File: src/ledscan_pkg.sv
`default_nettype none

package ledscan_pkg;

   // field widths fixed by the bus format
   localparam int WORD_BITS      = 32;
   localparam int ROW_SEL_BITS   = 4;
   localparam int COLOUR_BITS    = 2;
   localparam int ON_TIME_BITS   = 8;
   localparam int STEP_BITS      = 8;
   localparam int PIN_COUNT      = 9;
   localparam int REQ_DATA_BITS  = 40;
   localparam int RSP_DATA_BITS  = 16;

   localparam int DEFAULT_ROWS    = 14;
   localparam int DEFAULT_COLUMNS = 32;
   localparam int DEFAULT_COLOURS = 3;

   localparam logic [ON_TIME_BITS-1:0] ON_TIME_RESET = 8'd80;

   // beat kinds on req_tuser
   localparam logic CMD_TICK  = 1'b0;
   localparam logic CMD_WRITE = 1'b1;

   // pin positions in the pin level word
   localparam int PIN_RCLK  = 0;
   localparam int PIN_RDATA = 1;
   localparam int PIN_RLAT  = 2;
   localparam int PIN_CCLK  = 3;
   localparam int PIN_RED   = 4;
   localparam int PIN_GREEN = 5;
   localparam int PIN_BLUE  = 6;
   localparam int PIN_CLAT  = 7;
   localparam int PIN_OEN   = 8;

   localparam logic [PIN_COUNT-1:0] PINS_RESET = 9'h100;

   typedef enum logic [1:0] {
      PH_ROW_SHIFT,
      PH_COL_SHIFT,
      PH_LATCH,
      PH_ON
   } scan_phase_type;

endpackage

`default_nettype wire

File: src/ledscan_frame_store.sv
`default_nettype none

// One colour plane: one word per row, write-through onto the read register
// so rd_word shows the current content of the row that rd_row selected at the last edge.
module ledscan_frame_store #(
   parameter int ROWS = ledscan_pkg::DEFAULT_ROWS
) (
   input  wire logic                                clock,
   input  wire logic                                reset,
   input  wire logic                                wr_en,
   input  wire logic [$clog2(ROWS)-1:0]             wr_row,
   input  wire logic [ledscan_pkg::WORD_BITS-1:0]   wr_word,
   input  wire logic [$clog2(ROWS)-1:0]             rd_row,
   output      logic [ledscan_pkg::WORD_BITS-1:0]   rd_word
);

   logic [ledscan_pkg::WORD_BITS-1:0] mem_ff [ROWS];
   logic [ROWS-1:0]                   valid_ff;
   logic [ledscan_pkg::WORD_BITS-1:0] rd_ff;

   always_ff @(posedge clock) begin
      if (wr_en) begin
         mem_ff[wr_row] <= wr_word;
      end
   end

   always_ff @(posedge clock) begin
      if (reset) begin
         valid_ff <= '0;
      end else if (wr_en) begin
         valid_ff[wr_row] <= 1'b1;
      end
   end

   // unwritten rows read as zero
   always_ff @(posedge clock) begin
      if (reset) begin
         rd_ff <= '0;
      end else if (wr_en && (wr_row == rd_row)) begin
         rd_ff <= wr_word;
      end else if (valid_ff[rd_row]) begin
         rd_ff <= mem_ff[rd_row];
      end else begin
         rd_ff <= '0;
      end
   end

   assign rd_word = rd_ff;

endmodule

`default_nettype wire

File: src/rgb_led_matrix_row_scanner.sv
// The pin levels of a tick beat are registered at the edge that accepts the beat and then shown on rsp.
// Throughput: one beat per cycle while rsp is not stalled; write beats give no result, tick beats give one.
// Each colour plane is one row-wide store; its read register tracks the scanned row.
// Reset (synchronous): store reads all zero, row 0, row shift phase, on time 80,
// pins low except output enable high.
`default_nettype none

module rgb_led_matrix_row_scanner #(
   parameter int ROWS    = ledscan_pkg::DEFAULT_ROWS,
   parameter int COLUMNS = ledscan_pkg::DEFAULT_COLUMNS,
   parameter int COLOURS = ledscan_pkg::DEFAULT_COLOURS
) (
   input  wire logic                                     clock,
   input  wire logic                                     reset,
   input  wire logic                                     csr_wr_en,
   input  wire logic [ledscan_pkg::ON_TIME_BITS-1:0]     csr_wr_data,
   input  wire logic                                     req_tvalid,
   output      logic                                     req_tready,
   // row_select[3:0], colour_select[5:4], column_bits[37:6], zero fill
   input  wire logic [ledscan_pkg::REQ_DATA_BITS-1:0]    req_tdata,
   // cmd
   input  wire logic                                     req_tuser,
   output      logic                                     rsp_tvalid,
   input  wire logic                                     rsp_tready,
   // row_shift_clock[0], row_shift_data[1], row_latch[2], column_clock[3],
   // red_data[4], green_data[5], blue_data[6], column_latch[7],
   // output_enable_n[8], scan_row[12:9], zero fill
   output      logic [ledscan_pkg::RSP_DATA_BITS-1:0]    rsp_tdata
);

   localparam int RW         = $clog2(ROWS);
   localparam int ROW_TICKS  = 2 * ROWS;
   localparam int COL_TICKS  = 2 * COLUMNS;

   logic [ledscan_pkg::ROW_SEL_BITS-1:0] req_row;
   logic [ledscan_pkg::COLOUR_BITS-1:0]  req_colour;
   logic [ledscan_pkg::WORD_BITS-1:0]    req_word;
   logic                                 req_fire;
   logic                                 tick;
   logic                                 wr_ok;

   logic [ledscan_pkg::ON_TIME_BITS-1:0] on_time_ff;
   ledscan_pkg::scan_phase_type          phase_ff, phase_in;
   logic [ledscan_pkg::STEP_BITS-1:0]    step_ff, step_in;
   logic [RW-1:0]                        row_ff, row_in;
   logic [ledscan_pkg::PIN_COUNT-1:0]    pins_ff, pins_in;
   logic                                 rsp_valid_ff;
   logic [3:0]                           rsp_row_ff;

   logic [ledscan_pkg::STEP_BITS:0]      step_inc;
   logic [ledscan_pkg::ON_TIME_BITS-1:0] on_lim;
   logic [ledscan_pkg::STEP_BITS-2:0]    pos;
   logic                                 half;
   logic [2:0]                           plane_bit;

   assign req_row    = req_tdata[3:0];
   assign req_colour = req_tdata[5:4];
   assign req_word   = req_tdata[37:6];

   assign req_tready = !rsp_valid_ff || rsp_tready;
   assign req_fire   = req_tvalid && req_tready;
   assign tick       = req_fire && (req_tuser == ledscan_pkg::CMD_TICK);
   assign wr_ok      = req_fire && (req_tuser == ledscan_pkg::CMD_WRITE)
                       && (32'(req_row) < ROWS);

   assign step_inc = {1'b0, step_ff} + 1'b1;
   assign on_lim   = (on_time_ff == '0) ? 8'd1 : on_time_ff;
   assign pos      = step_ff[ledscan_pkg::STEP_BITS-1:1];
   assign half     = step_ff[0];

   // colour planes
   for (genvar c = 0; c < 3; c++) begin : g_plane
      if (c < COLOURS) begin : g_used
         logic [ledscan_pkg::WORD_BITS-1:0] word;

         ledscan_frame_store #(
            .ROWS (ROWS)
         ) u_store (
            .clock   (clock),
            .reset   (reset),
            .wr_en   (wr_ok && (req_colour == 2'(c))),
            .wr_row  (RW'(req_row)),
            .wr_word (req_word),
            .rd_row  (row_in),
            .rd_word (word)
         );

         // columns past the stored word shift zero
         assign plane_bit[c] = (pos[6:5] == 2'b00) ? word[pos[4:0]] : 1'b0;
      end else begin : g_absent
         assign plane_bit[c] = 1'b0;
      end
   end

   // sequencer next state
   always_comb begin
      phase_in = phase_ff;
      step_in  = step_ff;
      row_in   = row_ff;
      if (tick) begin
         unique case (phase_ff)
            ledscan_pkg::PH_ROW_SHIFT: begin
               if (step_inc >= 9'(ROW_TICKS)) begin
                  step_in  = '0;
                  phase_in = ledscan_pkg::PH_COL_SHIFT;
               end else begin
                  step_in = step_inc[ledscan_pkg::STEP_BITS-1:0];
               end
            end
            ledscan_pkg::PH_COL_SHIFT: begin
               if (step_inc >= 9'(COL_TICKS)) begin
                  step_in  = '0;
                  phase_in = ledscan_pkg::PH_LATCH;
               end else begin
                  step_in = step_inc[ledscan_pkg::STEP_BITS-1:0];
               end
            end
            ledscan_pkg::PH_LATCH: begin
               step_in  = '0;
               phase_in = ledscan_pkg::PH_ON;
            end
            ledscan_pkg::PH_ON: begin
               if (step_inc >= {1'b0, on_lim}) begin
                  step_in  = '0;
                  phase_in = ledscan_pkg::PH_ROW_SHIFT;
                  row_in   = (32'(row_ff) >= ROWS - 1) ? '0 : row_ff + 1'b1;
               end else begin
                  step_in = step_inc[ledscan_pkg::STEP_BITS-1:0];
               end
            end
            default: begin
               phase_in = ledscan_pkg::PH_ROW_SHIFT;
            end
         endcase
      end
   end

   // pin levels; pins a phase does not drive keep their level
   always_comb begin
      pins_in = pins_ff;
      if (tick) begin
         unique case (phase_ff)
            ledscan_pkg::PH_ROW_SHIFT: begin
               pins_in[ledscan_pkg::PIN_OEN]   = 1'b1;
               pins_in[ledscan_pkg::PIN_RLAT]  = 1'b0;
               pins_in[ledscan_pkg::PIN_RCLK]  = half;
               pins_in[ledscan_pkg::PIN_RDATA] = (pos == 7'(row_ff));
            end
            ledscan_pkg::PH_COL_SHIFT: begin
               pins_in[ledscan_pkg::PIN_RLAT]  = 1'b1;
               pins_in[ledscan_pkg::PIN_CCLK]  = half;
               pins_in[ledscan_pkg::PIN_RED]   = plane_bit[0];
               pins_in[ledscan_pkg::PIN_GREEN] = plane_bit[1];
               pins_in[ledscan_pkg::PIN_BLUE]  = plane_bit[2];
            end
            ledscan_pkg::PH_LATCH: begin
               pins_in[ledscan_pkg::PIN_CLAT]  = 1'b1;
            end
            ledscan_pkg::PH_ON: begin
               pins_in[ledscan_pkg::PIN_CLAT]  = 1'b0;
               pins_in[ledscan_pkg::PIN_OEN]   = 1'b0;
            end
            default: begin
               pins_in = pins_ff;
            end
         endcase
      end
   end

   always_ff @(posedge clock) begin
      if (reset) begin
         on_time_ff <= ledscan_pkg::ON_TIME_RESET;
      end else if (csr_wr_en) begin
         on_time_ff <= csr_wr_data;
      end
   end

   always_ff @(posedge clock) begin
      if (reset) begin
         phase_ff     <= ledscan_pkg::PH_ROW_SHIFT;
         step_ff      <= '0;
         row_ff       <= '0;
         pins_ff      <= ledscan_pkg::PINS_RESET;
         rsp_valid_ff <= 1'b0;
      end else begin
         phase_ff <= phase_in;
         step_ff  <= step_in;
         row_ff   <= row_in;
         pins_ff  <= pins_in;
         if (tick) begin
            rsp_valid_ff <= 1'b1;
         end else if (rsp_tready) begin
            rsp_valid_ff <= 1'b0;
         end
      end
   end

   // row shown with a beat is the row before any wrap
   always_ff @(posedge clock) begin
      if (tick) begin
         rsp_row_ff <= 4'(row_ff);
      end
   end

   assign rsp_tvalid = rsp_valid_ff;
   assign rsp_tdata  = {3'b000, rsp_row_ff, pins_ff};

   // outputs are only enabled after the row latch has gone high
   a_oen_after_rlat : assert property (@(posedge clock) disable iff (reset)
      !pins_ff[ledscan_pkg::PIN_OEN] |-> pins_ff[ledscan_pkg::PIN_RLAT])
      else $error("outputs enabled while row latch low");

   // column latch pulse only while outputs are blanked
   a_clat_blanked : assert property (@(posedge clock) disable iff (reset)
      pins_ff[ledscan_pkg::PIN_CLAT] |-> pins_ff[ledscan_pkg::PIN_OEN])
      else $error("column latch while outputs enabled");

   a_row_range : assert property (@(posedge clock) disable iff (reset)
      32'(row_ff) < ROWS)
      else $error("scan row out of range");

   a_row_steps : assert property (@(posedge clock) disable iff (reset)
      (phase_ff == ledscan_pkg::PH_ROW_SHIFT) |-> (32'(step_ff) < ROW_TICKS))
      else $error("row shift step count overrun");

endmodule

`default_nettype wire

File: config.mk
export PLATFORM = sky130hd
export DESIGN_NAME = rgb_led_matrix_row_scanner
export DESIGN_NICKNAME = d
export VERILOG_FILES = /design/src/ledscan_pkg.sv /design/src/ledscan_frame_store.sv /design/src/rgb_led_matrix_row_scanner.sv
export SDC_FILE = /design/constraint.sdc
export NUM_CORES = 2
export LEC_CHECK = 0
export BUFFER_PORTS_ARGS = -buffer_cell sky130_fd_sc_hd__buf_4
export CORE_ASPECT_RATIO = 1.2
export CORE_UTILIZATION = 35
export CTS_CLUSTER_DIAMETER = 60
export CTS_CLUSTER_SIZE = 30
export DETAILED_ROUTE_END_ITERATION = 10
export SETUP_SLACK_MARGIN = 0.5
export SLEW_MARGIN = 15
export SYNTH_ARGS = -nofsm -noshare
export SYNTH_HDL_FRONTEND = slang
export SYNTH_SLANG_ARGS = --single-unit
File: constraint.sdc
create_clock -name clock -period 4.7 [get_ports clock]
set_input_delay 0.235 -clock clock [delete_from_list [all_inputs] [get_ports clock]]
set_output_delay 0.235 -clock clock [all_outputs]
set_load 0.02 [all_outputs]
==> results.toml <==
[detailed_routing]
totalWireLength_um = 195000
drt_first_pass_iters = 5
num_vias = 41900
post-route-drc-count = 0
routedWlPerCell_um = 28.0
ant_nets = 0
viasPerCell = 6.00
initialDrtViolationCount = 4620

[sta]
fin_crit_sh_pct = 87.4
slew_viol_final = 0
layout_min_cycle_time_ns = 4.11
worst_pin_slew_ns = 1.03
max_clock_freq_mhz = 243
timing_hold_violations_final = 0
finalSetupViolCount = 0
rsz0062_at_grt = "yes"
finalSetupTns_ns = 0
worst_clock_skew_ns = 0.0387
fin_ws_ns = 0.593
slew_headroom_pct = 31.1

[global_routing]
grt_usage_pct = 21.1
grt_antenna_before_repair = 7
overflow = 0
grt_pass1_vias = 40100
grt_max_degree = 94
grt_pass1_wl_um = 282000

[critical_path]
critPathKind = "flip-flop to flip-flop"
critical_path.max_fanout = 17
cp_cell_sequence = "buf_6 > and4_4 > nand2_1 > xnor2_2 > ha_1 > nand3_2 > nor2_2 > or4_4 > buf_4 > o21ai_4 > buf_4 > bufbuf_16 > nand3_1 > a211o_1 > nand4_1 > o211ai_1 > buf_4 > clkbuf_16 > o21ai_4"
worst_path_most_repeated_cell = "buf_4"
cpPeakStageDelay_ns = 0.55
crit_arrival_ns = 4.78
timing.critical_path.to_type = "flip-flop"
path_delay_family = "simple AND/OR/NAND/NOR gates"
crit_path_start_kind = "flip-flop"
cp.required_ns = 5.38
crit_buf_inv = 6
cpMaxStageDelayCell = "or4_4"

[die]
io_pins = 72
die-height_um = 465
die_area_mm2 = 0.180
core-area_mm2 = 0.177
fp.dieW_um = 388
start_util_pct = 35.3
core.rowCount = 169

[synth]
synth_top_area_share_pct = 64.7
yosysMostFrequentCell = "edfxtp_1"
async_flop_share_pct = 0
synthDistinctLibCells = 78
synth_mux_area_share_pct = 1.32
postSynthAreaPerCell_um2 = 13.7
ys_ff_latch = 1518
synthesis.area_mm2 = 0.0626
synth_top_family_by_area = "compound AO/OA/AOI/OAI gates"
netlist.top_cell.by_area = "edfxtp_1"
synth_compound_area_share_pct = 16.5
ys_seq_area_share_pct = 70.1
synth_top_cells_by_area = "edfxtp_1 (65%), a211oi_1 (5.8%), dfxtp_1 (5.4%)"
synth_edf_count = 1348
synth-adder-area-share_pct = 0.340
synth_common_cells = "edfxtp_1 (1,348), a211oi_1 (484), nand2_1 (354), a21oi_1 (308), and3_1 (273)"
synthFlopType = "edfxtp_1"
synthCells = 4577
synthSimpleGateAreaFrac_pct = 8.24
ys_warn_count = 0
yosys.area_share.xor_xnor_pct = 0.168

[power]
intPower_mw = 20.0
pwr-share-comb_pct = 14.7
p_leak_nw = 22.1
seqPwrFrac_pct = 53.7
clkPwrFrac_pct = 31.6
pwr_density_cell_mw_per_mm2 = 386
sw_frac_of_total_pct = 27.7
p_sw_mw = 7.64
ir_worst_vdd_mv = 0.274

[clocking]
cts_buffer_depth = 3
clk_pin_slew_ns = 0.10
cts_tree = "built"
cts_buffers = 80
h-tree-depth = 3
clk_latency_ns = 0.76
root_buffer = "clkbuf_16"
clock_sinks = 1518

[run]
cap_violations = 0

[place]
hpwl_um = 110000
place_inst = 6737
port_buffers = 66
postPlaceCellArea_mm2 = 0.0668
dp_slack_ns = 0.124
gp_congestion = 0.859

[hold_path]
hp-class = "input pin to flip-flop"

[final_layout]
num-nets-final = 4669
stdcell_count = 6977
drive_above_1_share_pct = 14.0
final_cell_area_mm2 = 0.0715
syn_to_final_growth_pct = 14.2

[run_status]
run_status = "completed"
cells in the final DEF, fill, tap and decap left out, types with 32 or more instances in the layout:
master	count
a211oi_1	460
buf_4	223
nor2_4	44
a221oi_1	33
dlygate4sd3_1	51
a311oi_1	94
nor3_1	46
nor2b_1	42
edfxtp_1	1348
or3_1	33
and3_1	272
buf_12	59
nand3_1	122
a21oi_1	305
o32ai_1	32
o31ai_1	66
nor2_1	59
a32o_1	94
o21ai_1	64
o21ai_0	205
clkbuf_16	86
nand2_1	350
dfxtp_1	165
through the flow:
stage / hold WS [ns] / total power [mW] / utilization, %
final: 0.0893 / 27.6 / 40.3
after global routing: 0.110 / 28.4 / 40.3
after CTS: 0.0668 / 27.6 / 40.1
after detailed placement: 0.447 / 18.9 / 37.7
after global placement: 0.438 / 18.8 / 37.7
after floorplan: 0.334 / 17.4 / -
registers in the layout (all words and copies together), names as in the netlist:
register,cells
g_plane.g_used.u_store.valid_ff,42
g_plane.g_used.u_store.rd_word,96
on_time_ff,8
g_plane.g_used.u_store.mem_ff,1344
rsp_row_ff,4
pins_ff,9
step_ff,8
row_ff,4
rsp_tvalid,1
phase_ff,2
cell families after synthesis:
family | after synthesis
AND/OR/NAND/NOR | 1034
XOR/XNOR | 12
buffers and inverters | 461
other | 1
multiplexers | 49
AO/OA/AOI/OAI | 1485
flip-flops | 1518
adder cells (fa/ha/maj) | 17
timing repair:
action / 4_1_cts / 5_1_grt
resized for setup: 67 / 69
hold buffers: 51 / 0
cloned: 7 / 2
pin swaps: 8 / 11
endpoints found under the setup margin: 96 / 96
buffers inserted: 21 / 6
hold endpoints to repair: 1226 / 0
path summary, 6_finish.rpt:
kind	endpoint	startpoint	cells after the start	slack, ns
setup / recovery	g_plane[0].g_used.u_store.rd_word[0]	step_ff[0]	19	0.59
hold / removal	g_plane[1].g_used.u_store.rd_word[22]	req_tdata[28]	4	0.09
setup reg to reg	g_plane[0].g_used.u_store.rd_word[0]	step_ff[0]	19	0.59
hold reg to reg	pins_ff[3]	pins_ff[3]	2	0.46
power groups by stage:
stage / registers, mW / clock network [mW] / logic [mW]
global placement: 15.1 / 0 / 3.70
detailed placement: 15.1 / 0 / 3.74
floorplan: 15.1 / 0 / 2.24
CTS: 14.8 / 8.84 / 3.96
finish: 14.8 / 8.72 / 4.06
global route: 14.8 / 9.27 / 4.31
worst reg2reg max path, cell delays in order, from the launching register on:
cell	delay, ns
dfxtp_2	0.38
buf_6	0.14
and4_4	0.24
nand2_1	0.10
xnor2_2	0.21
ha_1	0.29
nand3_2	0.10
nor2_2	0.06
or4_4	0.55
buf_4	0.19
o21ai_4	0.21
buf_4	0.15
bufbuf_16	0.30
nand3_1	0.09
a211o_1	0.29
nand4_1	0.10
o211ai_1	0.09
buf_4	0.17
clkbuf_16	0.20
o21ai_4	0.19
area by class of cell:
class,instances,area [um^2]
clock inverters,59,853
diodes,6,15.0
well taps,2308,2890
fillers,16100,106000
flip-flops and latches,1518,43900
inverters,22,82.6
clock buffers,88,2120
repair buffers,375,4140
multi-input cells,2601,17500
layer usage:
metal	vias up	wire length (um)	track usage, %
met5	-	13	0
met3	376	14500	2.72
met2	1801	94500	35.3
li1	18200	-	-
met4	2	8140	8.63
met1	21500	78200	27.5
No activity file was read; power rests on OpenSTA's default activity.
